<file path="config.mk">
export PLATFORM = sky130hd
export DESIGN_NAME = frame_header_flow_extractor_top_flat
export DESIGN_NICKNAME = d
export VERILOG_FILES = /design/src/rtl/core/fhfe_pkg.sv /design/src/rtl/core/fhfe_if.sv /design/src/rtl/core/frame_header_flow_extractor_top.sv /design/src/rtl/core/fhfe_parse.sv /design/src/rtl/core/fhfe_judge.sv /design/src/flat_wrapper.sv
export SDC_FILE = /design/constraint.sdc
export NUM_CORES = 1
export LEC_CHECK = 0
export BUFFER_PORTS_ARGS = -buffer_cell sky130_fd_sc_hd__buf_2
export CAP_MARGIN = 20
export CELL_PAD_IN_SITES_DETAIL_PLACEMENT = 1
export CELL_PAD_IN_SITES_GLOBAL_PLACEMENT = 1
export CORE_ASPECT_RATIO = 0.75
export CORE_UTILIZATION = 41
export DETAILED_ROUTE_END_ITERATION = 8
export PLACE_DENSITY_LB_ADDON = 0.1
export SYNTH_ARGS = -nofsm -noshare
export SYNTH_HDL_FRONTEND = slang
export SYNTH_SLANG_ARGS = --single-unit
</file>
<file path="constraint.sdc">
create_clock -name clk -period 17.1 [get_ports clk]
set_clock_uncertainty 0.15 [all_clocks]
set_input_delay 0 -clock clk [delete_from_list [all_inputs] [get_ports clk]]
set_output_delay 0 -clock clk [all_outputs]
set_load 0.02 [all_outputs]
</file>
<file path="src/rtl/core/fhfe_pkg.sv">
package fhfe_pkg;

	// byte position counter, saturating
	localparam int POS_W = 9;
	localparam logic [POS_W-1:0] POS_MAX = 9'd511;

	// ethernet header positions and network header offsets
	localparam logic [POS_W-1:0] POS_ETYPE_HI = 9'd12;
	localparam logic [POS_W-1:0] POS_ETYPE_LO = 9'd13;
	localparam logic [4:0] OFF_PLAIN = 5'd14;
	localparam logic [4:0] OFF_VLAN  = 5'd18;
	localparam logic [4:0] OFF_PPPOE = 5'd22;

	// ethertype bytes
	localparam logic [7:0] ETYPE_VLAN_HI  = 8'h81;
	localparam logic [7:0] ETYPE_VLAN_LO  = 8'h00;
	localparam logic [7:0] ETYPE_PPPOE_HI = 8'h88;
	localparam logic [3:0] ETYPE_PPPOE_NIB = 4'h6;

	// ip versions and header sizes
	localparam logic [3:0] IP_VER_4 = 4'h4;
	localparam logic [3:0] IP_VER_6 = 4'h6;
	localparam logic [5:0] V6_HDR_LEN = 6'd40;

	// wire length floor and tcp flags of interest (syn, fin)
	localparam logic [15:0] MIN_WIRE_LEN = 16'd34;
	localparam logic [7:0] TCP_SYN_FIN = 8'h03;

	// ip protocol numbers
	localparam logic [7:0] PROTO_ICMP   = 8'd1;
	localparam logic [7:0] PROTO_TCP    = 8'd6;
	localparam logic [7:0] PROTO_UDP    = 8'd17;
	localparam logic [7:0] PROTO_ICMPV6 = 8'd58;

	// configuration register indexes
	localparam int CFG_IDX_W = 2;
	localparam logic [CFG_IDX_W-1:0] CFG_IPV4_EN = 2'd0;
	localparam logic [CFG_IDX_W-1:0] CFG_IPV6_EN = 2'd1;

	typedef enum logic [2:0] {
		ST_OK         = 3'd0,
		ST_SHORT      = 3'd1,
		ST_NOT_IP     = 3'd2,
		ST_FAMILY_OFF = 3'd3,
		ST_BAD_PROTO  = 3'd4,
		ST_TCP_MIDDLE = 3'd5,
		ST_TRUNCATED  = 3'd6
	} status_t;

	// frame state after the current byte, handed from parser to judge
	typedef struct packed {
		logic [POS_W-1:0] count;
		logic [4:0]       net_off;
		logic [7:0]       ver_ihl;
		logic [7:0]       proto;
		logic [127:0]     src_addr;
		logic [127:0]     dst_addr;
		logic [31:0]      ports;
		logic [7:0]       tcp_flags;
		logic             ver_seen;
	} frame_state_t;

endpackage

</file>
<file path="src/rtl/core/fhfe_if.sv">
// frame byte channel
interface fhfe_in_if;
	logic        valid;
	logic        ready;
	logic [7:0]  frame_byte;
	logic [15:0] wire_length;
	logic        end_of_frame;

	modport source (output valid, frame_byte, wire_length, end_of_frame, input ready);
	modport sink (input valid, frame_byte, wire_length, end_of_frame, output ready);
endinterface

// flow record channel
interface fhfe_out_if;
	logic        valid;
	logic        ready;
	logic [2:0]  status;
	logic        is_ipv4;
	logic [7:0]  protocol;
	logic [31:0] src_ipv4;
	logic [31:0] dst_ipv4;
	logic [63:0] src_ipv6_upper;
	logic [63:0] src_ipv6_lower;
	logic [63:0] dst_ipv6_upper;
	logic [63:0] dst_ipv6_lower;
	logic [15:0] source_port;
	logic [15:0] destination_port;

	modport source (output valid, status, is_ipv4, protocol, src_ipv4, dst_ipv4,
		src_ipv6_upper, src_ipv6_lower, dst_ipv6_upper, dst_ipv6_lower,
		source_port, destination_port, input ready);
	modport sink (input valid, status, is_ipv4, protocol, src_ipv4, dst_ipv4,
		src_ipv6_upper, src_ipv6_lower, dst_ipv6_upper, dst_ipv6_lower,
		source_port, destination_port, output ready);
endinterface

// configuration write channel
interface fhfe_cfg_if;
	logic       valid;
	logic       ready;
	logic [1:0] index;
	logic       data;

	modport source (output valid, index, data, input ready);
	modport sink (input valid, index, data, output ready);
endinterface

</file>
<file path="src/rtl/core/frame_header_flow_extractor_top.sv">
// Frame header flow extractor: parses a captured Ethernet frame byte by byte
// (optional VLAN tag or PPPoE/PPP header, then IPv4 or IPv6, then TCP/UDP ports)
// and emits one flow record with a status at the last byte of each frame.
// Channels: frame_in takes one item per byte (frame_byte, wire_length,
// end_of_frame); record_out gives one item per frame; cfg writes the two
// family enables (index 0 ipv4, index 1 ipv6), always ready.
// Throughput: one byte item per cycle, including back-to-back frames, unless a last byte meets a stalled record.
// Path: the last byte of a frame is accepted into the input register, then its
// record is loaded into the record register; the parse logic
// between them is a single pass over the registered byte and the frame state.
// Only the first CAPTURE_BYTES bytes of a frame are parsed; later bytes are
// counted and otherwise dropped.
// Stall: while a record waits on record_out, bytes keep flowing until the next
// last byte reaches the input register; frame_in then drops ready until the
// waiting record is taken.
// Reset: clears the frame state and the valid flags; both families enabled.
module frame_header_flow_extractor_top #(
	parameter int CAPTURE_BYTES = 128
) (
	input  logic        clk,
	input  logic        arst_n,
	fhfe_in_if.sink     frame_in,
	fhfe_out_if.source  record_out,
	fhfe_cfg_if.sink    cfg
);

	logic        valid_s1;
	logic [7:0]  byte_s1;
	logic [15:0] len_s1;
	logic        eof_s1;
	logic        ipv4_en_q;
	logic        ipv6_en_q;
	logic        advance;
	logic        busy;

	fhfe_pkg::frame_state_t frame_st;

	// input stage moves on unless a last byte meets a stalled record
	assign advance        = valid_s1 && !(eof_s1 && busy);
	assign frame_in.ready = !valid_s1 || advance;
	assign cfg.ready      = 1'b1;

	always_ff @(posedge clk or negedge arst_n) begin
		if (!arst_n)
			valid_s1 <= 1'b0;
		else if (frame_in.valid && frame_in.ready)
			valid_s1 <= 1'b1;
		else if (advance)
			valid_s1 <= 1'b0;
	end

	always_ff @(posedge clk) begin
		if (frame_in.valid && frame_in.ready) begin
			byte_s1 <= frame_in.frame_byte;
			len_s1  <= frame_in.wire_length;
			eof_s1  <= frame_in.end_of_frame;
		end
	end

	// family enable registers
	always_ff @(posedge clk or negedge arst_n) begin
		if (!arst_n) begin
			ipv4_en_q <= 1'b1;
			ipv6_en_q <= 1'b1;
		end else if (cfg.valid && cfg.ready) begin
			if (cfg.index == fhfe_pkg::CFG_IPV4_EN)
				ipv4_en_q <= cfg.data;
			else if (cfg.index == fhfe_pkg::CFG_IPV6_EN)
				ipv6_en_q <= cfg.data;
		end
	end

	fhfe_parse #(
		.CAPTURE_BYTES(CAPTURE_BYTES)
	) u_parse (
		.clk          (clk),
		.arst_n       (arst_n),
		.take         (advance),
		.frame_byte   (byte_s1),
		.end_of_frame (eof_s1),
		.frame_st     (frame_st)
	);

	fhfe_judge u_judge (
		.clk         (clk),
		.arst_n      (arst_n),
		.load        (advance && eof_s1),
		.frame_st    (frame_st),
		.wire_length (len_s1),
		.ipv4_en     (ipv4_en_q),
		.ipv6_en     (ipv6_en_q),
		.busy        (busy),
		.record_out  (record_out)
	);

	// a last byte held against a stalled record blocks new input
	a_hold_on_stall: assert property (@(posedge clk) disable iff (!arst_n)
		(valid_s1 && eof_s1 && busy) |-> !frame_in.ready)
		else $error("input accepted while last byte is blocked");

endmodule

</file>
<file path="src/rtl/core/fhfe_parse.sv">
module fhfe_parse #(
	parameter int CAPTURE_BYTES = 128
) (
	input  logic                  clk,
	input  logic                  arst_n,
	input  logic                  take,
	input  logic [7:0]            frame_byte,
	input  logic                  end_of_frame,
	output fhfe_pkg::frame_state_t frame_st
);

	localparam logic [fhfe_pkg::POS_W-1:0] CAP_LIMIT = fhfe_pkg::POS_W'(CAPTURE_BYTES);

	logic [fhfe_pkg::POS_W-1:0] pos_q;
	logic [7:0]   etype_hi_q;
	logic [4:0]   off_q;
	logic [7:0]   ver_ihl_q;
	logic [7:0]   proto_q;
	logic [127:0] src_q;
	logic [127:0] dst_q;
	logic [31:0]  ports_q;
	logic [7:0]   flags_q;
	logic         seen_q;

	logic [fhfe_pkg::POS_W-1:0] pos_n;
	logic [7:0] etype_hi_n;

	// next state from the current byte
	always_comb begin
		logic [fhfe_pkg::POS_W-1:0] r;
		logic [fhfe_pkg::POS_W-1:0] q;
		logic [7:0] vi;
		logic       is4;
		logic       is6;
		logic [5:0] l4;
		logic       src_we;
		logic       dst_we;
		logic [3:0] src_k;
		logic [3:0] dst_k;

		pos_n      = (pos_q < fhfe_pkg::POS_MAX) ? pos_q + 1'b1 : pos_q;
		etype_hi_n = etype_hi_q;
		frame_st.net_off   = off_q;
		frame_st.ver_ihl   = ver_ihl_q;
		frame_st.proto     = proto_q;
		frame_st.src_addr  = src_q;
		frame_st.dst_addr  = dst_q;
		frame_st.ports     = ports_q;
		frame_st.tcp_flags = flags_q;
		frame_st.ver_seen  = seen_q;
		frame_st.count     = (pos_n < CAP_LIMIT) ? pos_n : CAP_LIMIT;
		r      = '0;
		q      = '0;
		vi     = ver_ihl_q;
		is4    = 1'b0;
		is6    = 1'b0;
		l4     = '0;
		src_we = 1'b0;
		dst_we = 1'b0;
		src_k  = '0;
		dst_k  = '0;

		if (pos_q < CAP_LIMIT) begin
			// ethertype and tag skip
			if (pos_q == fhfe_pkg::POS_ETYPE_HI)
				etype_hi_n = frame_byte;
			if (pos_q == fhfe_pkg::POS_ETYPE_LO) begin
				if (etype_hi_q == fhfe_pkg::ETYPE_VLAN_HI && frame_byte == fhfe_pkg::ETYPE_VLAN_LO)
					frame_st.net_off = fhfe_pkg::OFF_VLAN;
				else if (etype_hi_q == fhfe_pkg::ETYPE_PPPOE_HI
						&& frame_byte[7:4] == fhfe_pkg::ETYPE_PPPOE_NIB)
					frame_st.net_off = fhfe_pkg::OFF_PPPOE;
				else
					frame_st.net_off = fhfe_pkg::OFF_PLAIN;
			end

			// network header bytes
			if (pos_q >= {4'b0, frame_st.net_off}) begin
				r = pos_q - {4'b0, frame_st.net_off};
				if (r == '0) begin
					vi = frame_byte;
					frame_st.ver_ihl  = frame_byte;
					frame_st.ver_seen = 1'b1;
				end
				is4 = (vi[7:4] == fhfe_pkg::IP_VER_4);
				is6 = (vi[7:4] == fhfe_pkg::IP_VER_6);
				if (is4) begin
					if (r == 9'd9)
						frame_st.proto = frame_byte;
					src_we = (r >= 9'd12 && r <= 9'd15);
					src_k  = r[3:0];
					dst_we = (r >= 9'd16 && r <= 9'd19);
					dst_k  = 4'(r - 9'd4);
					l4     = {vi[3:0], 2'b00};
				end else if (is6) begin
					if (r == 9'd6)
						frame_st.proto = frame_byte;
					src_we = (r >= 9'd8 && r <= 9'd23);
					src_k  = 4'(r - 9'd8);
					dst_we = (r >= 9'd24 && r <= 9'd39);
					dst_k  = 4'(r - 9'd24);
					l4     = fhfe_pkg::V6_HDR_LEN;
				end
				for (int i = 0; i < 16; i++) begin
					if (src_we && src_k == 4'(i))
						frame_st.src_addr[127-8*i -: 8] = frame_byte;
					if (dst_we && dst_k == 4'(i))
						frame_st.dst_addr[127-8*i -: 8] = frame_byte;
				end

				// transport header bytes
				if ((is4 || is6) && r >= {3'b0, l4}) begin
					q = r - {3'b0, l4};
					for (int j = 0; j < 4; j++) begin
						if (q == fhfe_pkg::POS_W'(j))
							frame_st.ports[31-8*j -: 8] = frame_byte;
					end
					if (q == 9'd13)
						frame_st.tcp_flags = frame_byte;
				end
			end
		end
	end

	// frame state registers, cleared after the last byte
	always_ff @(posedge clk or negedge arst_n) begin
		if (!arst_n) begin
			pos_q      <= '0;
			etype_hi_q <= '0;
			off_q      <= fhfe_pkg::OFF_PLAIN;
			ver_ihl_q  <= '0;
			proto_q    <= '0;
			src_q      <= '0;
			dst_q      <= '0;
			ports_q    <= '0;
			flags_q    <= '0;
			seen_q     <= 1'b0;
		end else if (take) begin
			if (end_of_frame) begin
				pos_q      <= '0;
				etype_hi_q <= '0;
				off_q      <= fhfe_pkg::OFF_PLAIN;
				ver_ihl_q  <= '0;
				proto_q    <= '0;
				src_q      <= '0;
				dst_q      <= '0;
				ports_q    <= '0;
				flags_q    <= '0;
				seen_q     <= 1'b0;
			end else begin
				pos_q      <= pos_n;
				etype_hi_q <= etype_hi_n;
				off_q      <= frame_st.net_off;
				ver_ihl_q  <= frame_st.ver_ihl;
				proto_q    <= frame_st.proto;
				src_q      <= frame_st.src_addr;
				dst_q      <= frame_st.dst_addr;
				ports_q    <= frame_st.ports;
				flags_q    <= frame_st.tcp_flags;
				seen_q     <= frame_st.ver_seen;
			end
		end
	end

	// state is back to reset after the last byte of a frame
	a_clear_after_eof: assert property (@(posedge clk) disable iff (!arst_n)
		(take && end_of_frame) |=> (pos_q == '0 && !seen_q && off_q == fhfe_pkg::OFF_PLAIN))
		else $error("frame state not cleared after last byte");

	// version byte is only captured once the network header is reached
	a_seen_past_offset: assert property (@(posedge clk) disable iff (!arst_n)
		seen_q |-> (pos_q > {4'b0, off_q}))
		else $error("version byte seen before network offset");

endmodule

</file>
<file path="src/rtl/core/fhfe_judge.sv">
module fhfe_judge (
	input  logic                   clk,
	input  logic                   arst_n,
	input  logic                   load,
	input  fhfe_pkg::frame_state_t frame_st,
	input  logic [15:0]            wire_length,
	input  logic                   ipv4_en,
	input  logic                   ipv6_en,
	output logic                   busy,
	fhfe_out_if.source             record_out
);

	fhfe_pkg::status_t status_c;
	logic              v4_c;

	// frame checks in priority order
	always_comb begin
		logic [9:0] n;
		logic [9:0] off;
		logic [9:0] l4;
		logic       is4;
		logic       is6;
		logic       tcp;
		logic       udp;

		n   = {1'b0, frame_st.count};
		off = {5'b0, frame_st.net_off};
		is4 = (frame_st.ver_ihl[7:4] == fhfe_pkg::IP_VER_4);
		is6 = (frame_st.ver_ihl[7:4] == fhfe_pkg::IP_VER_6);
		l4  = is4 ? {4'b0, frame_st.ver_ihl[3:0], 2'b00} : {4'b0, fhfe_pkg::V6_HDR_LEN};
		tcp = (frame_st.proto == fhfe_pkg::PROTO_TCP);
		udp = (frame_st.proto == fhfe_pkg::PROTO_UDP);
		v4_c = is4;

		if (wire_length < fhfe_pkg::MIN_WIRE_LEN)
			status_c = fhfe_pkg::ST_SHORT;
		else if (n < 10'd14 || !frame_st.ver_seen || off >= n)
			status_c = fhfe_pkg::ST_TRUNCATED;
		else if (!is4 && !is6)
			status_c = fhfe_pkg::ST_NOT_IP;
		else if (off + (is4 ? 10'd9 : 10'd6) >= n)
			status_c = fhfe_pkg::ST_TRUNCATED;
		else if (is4 ? !ipv4_en : !ipv6_en)
			status_c = fhfe_pkg::ST_FAMILY_OFF;
		else if ((tcp || udp) && off + l4 + 10'd3 >= n)
			status_c = fhfe_pkg::ST_TRUNCATED;
		else if (tcp && off + l4 + 10'd13 >= n)
			status_c = fhfe_pkg::ST_TRUNCATED;
		else if (tcp && (frame_st.tcp_flags & fhfe_pkg::TCP_SYN_FIN) == 8'h00)
			status_c = fhfe_pkg::ST_TCP_MIDDLE;
		else if (!tcp && !udp && frame_st.proto != fhfe_pkg::PROTO_ICMP
				&& frame_st.proto != fhfe_pkg::PROTO_ICMPV6)
			status_c = fhfe_pkg::ST_BAD_PROTO;
		else if (off + (is4 ? 10'd19 : 10'd39) >= n)
			status_c = fhfe_pkg::ST_TRUNCATED;
		else
			status_c = fhfe_pkg::ST_OK;
	end

	assign busy = record_out.valid && !record_out.ready;

	// record valid flag
	always_ff @(posedge clk or negedge arst_n) begin
		if (!arst_n)
			record_out.valid <= 1'b0;
		else if (load)
			record_out.valid <= 1'b1;
		else if (record_out.ready)
			record_out.valid <= 1'b0;
	end

	// record payload, zeroed where the status or family says so
	always_ff @(posedge clk) begin
		if (load) begin
			logic ok;
			logic ports_ok;
			ok       = (status_c == fhfe_pkg::ST_OK);
			ports_ok = ok && (frame_st.proto == fhfe_pkg::PROTO_TCP
				|| frame_st.proto == fhfe_pkg::PROTO_UDP);
			record_out.status           <= status_c;
			record_out.is_ipv4          <= ok && v4_c;
			record_out.protocol         <= ok ? frame_st.proto : 8'h00;
			record_out.src_ipv4         <= ok ? frame_st.src_addr[31:0] : 32'h0;
			record_out.dst_ipv4         <= ok ? frame_st.dst_addr[31:0] : 32'h0;
			record_out.src_ipv6_upper   <= (ok && !v4_c) ? frame_st.src_addr[127:64] : 64'h0;
			record_out.src_ipv6_lower   <= (ok && !v4_c) ? frame_st.src_addr[63:0] : 64'h0;
			record_out.dst_ipv6_upper   <= (ok && !v4_c) ? frame_st.dst_addr[127:64] : 64'h0;
			record_out.dst_ipv6_lower   <= (ok && !v4_c) ? frame_st.dst_addr[63:0] : 64'h0;
			record_out.source_port      <= ports_ok ? frame_st.ports[31:16] : 16'h0;
			record_out.destination_port <= ports_ok ? frame_st.ports[15:0] : 16'h0;
		end
	end

	// a new record never overwrites one still waiting
	a_no_overwrite: assert property (@(posedge clk) disable iff (!arst_n)
		load |-> !busy)
		else $error("record loaded while previous one stalled");

	// rejected records carry only their status
	a_reject_zero: assert property (@(posedge clk) disable iff (!arst_n)
		(record_out.valid && record_out.status != fhfe_pkg::ST_OK) |->
		(record_out.protocol == 8'h00 && record_out.src_ipv4 == 32'h0
			&& record_out.source_port == 16'h0 && !record_out.is_ipv4))
		else $error("rejected record has nonzero fields");

	// ipv4 records leave the ipv6 address fields empty
	a_v4_no_v6: assert property (@(posedge clk) disable iff (!arst_n)
		(record_out.valid && record_out.is_ipv4) |->
		(record_out.src_ipv6_upper == 64'h0 && record_out.dst_ipv6_lower == 64'h0))
		else $error("ipv4 record carries ipv6 address");

endmodule

</file>
<file path="src/flat_wrapper.sv">
// flat-port wrapper written by rule: the top's interface ports become plain ports
module frame_header_flow_extractor_top_flat 
#(
	parameter int CAPTURE_BYTES = 128
)
  (clk, arst_n, frame_in_valid, frame_in_frame_byte, frame_in_wire_length, frame_in_end_of_frame, frame_in_ready, record_out_valid, record_out_status, record_out_is_ipv4, record_out_protocol, record_out_src_ipv4, record_out_dst_ipv4, record_out_src_ipv6_upper, record_out_src_ipv6_lower, record_out_dst_ipv6_upper, record_out_dst_ipv6_lower, record_out_source_port, record_out_destination_port, record_out_ready, cfg_valid, cfg_index, cfg_data, cfg_ready);
  fhfe_in_if frame_in_i ();
  fhfe_out_if record_out_i ();
  fhfe_cfg_if cfg_i ();
  input  logic clk;
  input  logic arst_n;
  input wire logic [$bits(frame_in_i.valid)-1:0] frame_in_valid;
  input wire logic [$bits(frame_in_i.frame_byte)-1:0] frame_in_frame_byte;
  input wire logic [$bits(frame_in_i.wire_length)-1:0] frame_in_wire_length;
  input wire logic [$bits(frame_in_i.end_of_frame)-1:0] frame_in_end_of_frame;
  output wire logic [$bits(frame_in_i.ready)-1:0] frame_in_ready;
  output wire logic [$bits(record_out_i.valid)-1:0] record_out_valid;
  output wire logic [$bits(record_out_i.status)-1:0] record_out_status;
  output wire logic [$bits(record_out_i.is_ipv4)-1:0] record_out_is_ipv4;
  output wire logic [$bits(record_out_i.protocol)-1:0] record_out_protocol;
  output wire logic [$bits(record_out_i.src_ipv4)-1:0] record_out_src_ipv4;
  output wire logic [$bits(record_out_i.dst_ipv4)-1:0] record_out_dst_ipv4;
  output wire logic [$bits(record_out_i.src_ipv6_upper)-1:0] record_out_src_ipv6_upper;
  output wire logic [$bits(record_out_i.src_ipv6_lower)-1:0] record_out_src_ipv6_lower;
  output wire logic [$bits(record_out_i.dst_ipv6_upper)-1:0] record_out_dst_ipv6_upper;
  output wire logic [$bits(record_out_i.dst_ipv6_lower)-1:0] record_out_dst_ipv6_lower;
  output wire logic [$bits(record_out_i.source_port)-1:0] record_out_source_port;
  output wire logic [$bits(record_out_i.destination_port)-1:0] record_out_destination_port;
  input wire logic [$bits(record_out_i.ready)-1:0] record_out_ready;
  input wire logic [$bits(cfg_i.valid)-1:0] cfg_valid;
  input wire logic [$bits(cfg_i.index)-1:0] cfg_index;
  input wire logic [$bits(cfg_i.data)-1:0] cfg_data;
  output wire logic [$bits(cfg_i.ready)-1:0] cfg_ready;
  assign frame_in_i.valid = frame_in_valid;
  assign frame_in_i.frame_byte = frame_in_frame_byte;
  assign frame_in_i.wire_length = frame_in_wire_length;
  assign frame_in_i.end_of_frame = frame_in_end_of_frame;
  assign frame_in_ready = frame_in_i.ready;
  assign record_out_valid = record_out_i.valid;
  assign record_out_status = record_out_i.status;
  assign record_out_is_ipv4 = record_out_i.is_ipv4;
  assign record_out_protocol = record_out_i.protocol;
  assign record_out_src_ipv4 = record_out_i.src_ipv4;
  assign record_out_dst_ipv4 = record_out_i.dst_ipv4;
  assign record_out_src_ipv6_upper = record_out_i.src_ipv6_upper;
  assign record_out_src_ipv6_lower = record_out_i.src_ipv6_lower;
  assign record_out_dst_ipv6_upper = record_out_i.dst_ipv6_upper;
  assign record_out_dst_ipv6_lower = record_out_i.dst_ipv6_lower;
  assign record_out_source_port = record_out_i.source_port;
  assign record_out_destination_port = record_out_i.destination_port;
  assign record_out_i.ready = record_out_ready;
  assign cfg_i.valid = cfg_valid;
  assign cfg_i.index = cfg_index;
  assign cfg_i.data = cfg_data;
  assign cfg_ready = cfg_i.ready;
  frame_header_flow_extractor_top #(.CAPTURE_BYTES(CAPTURE_BYTES)) u_core (.clk(clk), .arst_n(arst_n), .frame_in(frame_in_i), .record_out(record_out_i), .cfg(cfg_i));
endmodule
</file>
==> flow_summary.toml <==
[run_status]
outcome = "complete, no violations"

[clocking]
numCtsBuffers = 78
cts_htree_levels = 3
cts_setup_buffers = 0
path_clk_slew_ns = 0.06
clk-insertion-delay-late_ns = 0.64
clockBufferDepth = 3
tritoncts = "done"
cts.sinks = 721
root_buffer = "clkbuf_16"

[pwr]
p_int_mw = 3.00
combPwrFrac_pct = 11.3
p_leak_nw = 15.9
p_clk_share_pct = 41.9
ir_drop_mv = 0.0661
power_density_nw_per_um2 = 99.8
net-switching-power_mw = 1.09
power_mw = 4.08
swShare_pct = 26.6
power_frac_seq_pct = 46.9

[finish]
multi_input_comb_area_sq_um = 13700
nFillCells = 9383
layout_common_cells = "nand2_1, a21oi_1, buf_2"
final-seq-area_sq_um = 20000
syn_to_final_growth_pct = 17.1
instances_no_fill = 5048
design_area_sq_um = 40900
drive_gt1_share_pct = 15.7
layout_commonest_cell = "nand2_1"
nets = 3950

[placed_design]
place_congestion = 0.866
post-dp-hpwl_um = 78600
dp_cells = 4840
port_buffers = 397
placed_cell_area_sq_um = 37700

[drt]
num_vias = 29400
initialDrtViolationCount = 2377
vias_per_cell = 5.83
drc_errors = 0
wl_per_cell_um = 24.4
detail_route.wirelength_um = 123000
dr.pass1.iters = 5
ant_nets = 0

[floorplanning]
dieArea_sq_um = 86400
start_util_pct = 41.5
rows = 92
ios = 400
core_area_sq_um = 84100
die_width_um = 339
die_h_um = 255

[sta]
timing.hold.ws_ns = 0.112
timing.final.crit_share_pct = 65.6
drv_slew = 0
relSlewSlack_pct = 27.6
rsz0062_at_grt = "no"
finalSetupTns_ns = 0
worstMarginPinSlew_ns = 1.06
setup_violations = 0
period_minus_slack_ns = 11.22
hold_violations = 0
fmax_mhz = 89.2

[synthesis]
async_flop_share_pct = 46.2
netlist_instances = 3547
yosysWarnings = 0
avgSynthCellArea_sq_um = 9.85
synth-main-ff-cell = "edfxtp_1"
synth.distinct_cells = 80
ys_seq_area_share_pct = 57.2
ys_seq_elements = 721
synth_edf_count = 388
synth.cell_area_sq_um = 34900

[setup_path]
critPathArrivalTime_ns = 11.49
r2r_start = "u_core.u_parse.pos_q[6]"
crit_fanout = 146
cp.depth = 30
start_kind = "register"
crit_type = "register to register"
worstPathRequired_ns = 17.38
r2r_slack_ns = 5.88
cpPeakStageDelay_ns = 0.67
crit_buf_inv = 3
critical-path-top-delay-family = "simple AND/OR/NAND/NOR gates"
crit_slowest_cell = "a21oi_1"
r2r_end = "u_core.u_judge.record_out.src_ipv6_lower[5]"
r2r_cells = 30
end_kind = "register"

[grt]
grt_pass1_wl_um = 187000
grt_max_degree = 204
gr-total-overflow = 0
grt.total_usage_pct = 28.0
grt_pass1_vias = 30200
antenna_found_initial = 1

[min_path]
min_to = "u_core.ipv6_en_q"
hold_path_depth = 4
min_from = "cfg_valid"
hold_path.class = "input port to register"

[run]
cap_viol_max_count = 0
## state kept, by name (all words and copies together), names as in the netlist, 32 cells and up
signal	flops
u_core.u_parse.dst_q	128
u_core.u_parse.src_q	128
u_core.u_judge.record_out.dst_ipv6_lower	64
u_core.u_judge.record_out.dst_ipv6_upper	64
u_core.u_judge.record_out.src_ipv6_lower	64
u_core.u_judge.record_out.src_ipv6_upper	64
u_core.u_judge.record_out.dst_ipv4	32
u_core.u_judge.record_out.src_ipv4	32
u_core.u_parse.ports_q	32
## synth_stat cells, types with 9 or more instances
cell	n	area share, %
a21o_1	27	0.58
buf_4	9	0.19
a21oi_1	430	6.2
and2_1	45	0.81
nor3_1	114	1.6
and3_1	16	0.29
xnor2_1	20	0.50
nand2_1	440	4.7
nor2_1	382	4.1
clkbuf_1	227	2.4
a22o_1	27	0.68
o21ai_0	325	4.7
a22oi_1	135	2.9
nand2b_1	17	0.30
edfxtp_1	388	33
a21boi_0	9	0.19
o21a_1	16	0.34
nor4_1	93	1.7
nand3_1	29	0.42
nand4_1	14	0.25
o2bb2ai_1	9	0.23
mux2i_1	28	0.80
buf_1	12	0.13
mux2_2	9	0.29
inv_1	33	0.35
buf_2	41	0.59
nor2b_1	122	2.2
ha_1	58	2.1
dfrtp_1	328	23
or2_2	10	0.18
xor2_1	10	0.25
## stage by stage
| stage | setup slack (ns) | util [%] |
|---|---|---|
| final | 5.88 | 48.6 |
| after global routing | 5.27 | 48.6 |
| after CTS | 6.08 | 48.6 |
| after detailed placement | 6.09 | 44.8 |
| after global placement | 6.16 | 44.8 |
| after floorplan | 5.79 | - |
## kinds of logic (layout without fill, tap and decap cells)
logic type	Yosys count	after routing	synth area share, %
compound gates	1046	1046	17.4
xor+xnor	30	30	0.752
fa+ha+maj	62	62	2.31
buf+inv	329	698	3.82
flops	721	721	57.2
mux	38	38	1.14
other cells	2	6	0.0215
simple gates	1319	1319	17.4
## worst reg2reg max path: cells and delay by family, from the launching register on
kind | cells | cell delay, ns
AO/OA/AOI/OAI | 7 | 2.62
flip-flops | 1 | 0.58
buffers and inverters | 3 | 0.93
AND/OR/NAND/NOR | 13 | 4.63
adder cells (fa/ha/maj) | 5 | 1.52
XOR/XNOR | 2 | 0.57
## repair_timing
action                                  in CTS  in global routing
hold buffers                                60                  0
endpoints found under the setup margin       0                  0
endpoints found under the hold margin      236                  0
resized for setup                            0                  0
## per-layer routing
layer | part of all wire, % | GRT usage (%) | wire [um]
met3 | 4.4 | 3.14 | 5480
met2 | 49 | 47.8 | 60700
met1 | 44 | 37.9 | 53900
met4 | 2.5 | 8.04 | 3100
met5 | 0 | 0 | 0
## final cells by class
type,count,area share [%]
Tap cell,1128,3.45
Clock buffer,118,5.51
Multi-Input combinational cell,2500,33.5
Clock inverter,26,0.669
Antenna cell,1,0.00611
Sequential cell,721,48.8
Inverter,38,0.348
Timing Repair Buffer,516,7.72
## worst max path at each step
| stage | startpoint | to | slack (ns) |
|---|---|---|---|
| floorplan | u_core.u_judge.record_out.valid | u_core.u_judge.record_out.destination_port[0] | 5.79 |
| global placement | u_core.u_parse.pos_q[6] | u_core.u_judge.record_out.protocol[2] | 6.16 |
| detailed placement | u_core.u_parse.pos_q[6] | u_core.u_judge.record_out.src_ipv6_lower[5] | 6.09 |
| CTS | u_core.u_parse.pos_q[6] | u_core.u_judge.record_out.src_ipv6_lower[5] | 6.08 |
| global route | u_core.u_parse.pos_q[6] | u_core.u_judge.record_out.src_ipv4[26] | 5.27 |
| finish | u_core.u_parse.pos_q[6] | u_core.u_judge.record_out.src_ipv6_lower[5] | 5.88 |
## power groups by stage
| stage | combinational (mW) | clock (mW) | sequential (mW) |
|---|---|---|---|
| 6_report | 0.460 | 1.71 | 1.91 |
| 3_3_place_gp | 0.432 | 0 | 1.95 |
| 4_1_cts | 0.457 | 1.74 | 1.91 |
| 3_5_place_dp | 0.442 | 0 | 1.95 |
| 2_1_floorplan | 0.220 | 0 | 2.00 |
| 5_1_grt | 0.496 | 1.80 | 1.92 |
Power figures use the tool's default switching activity.
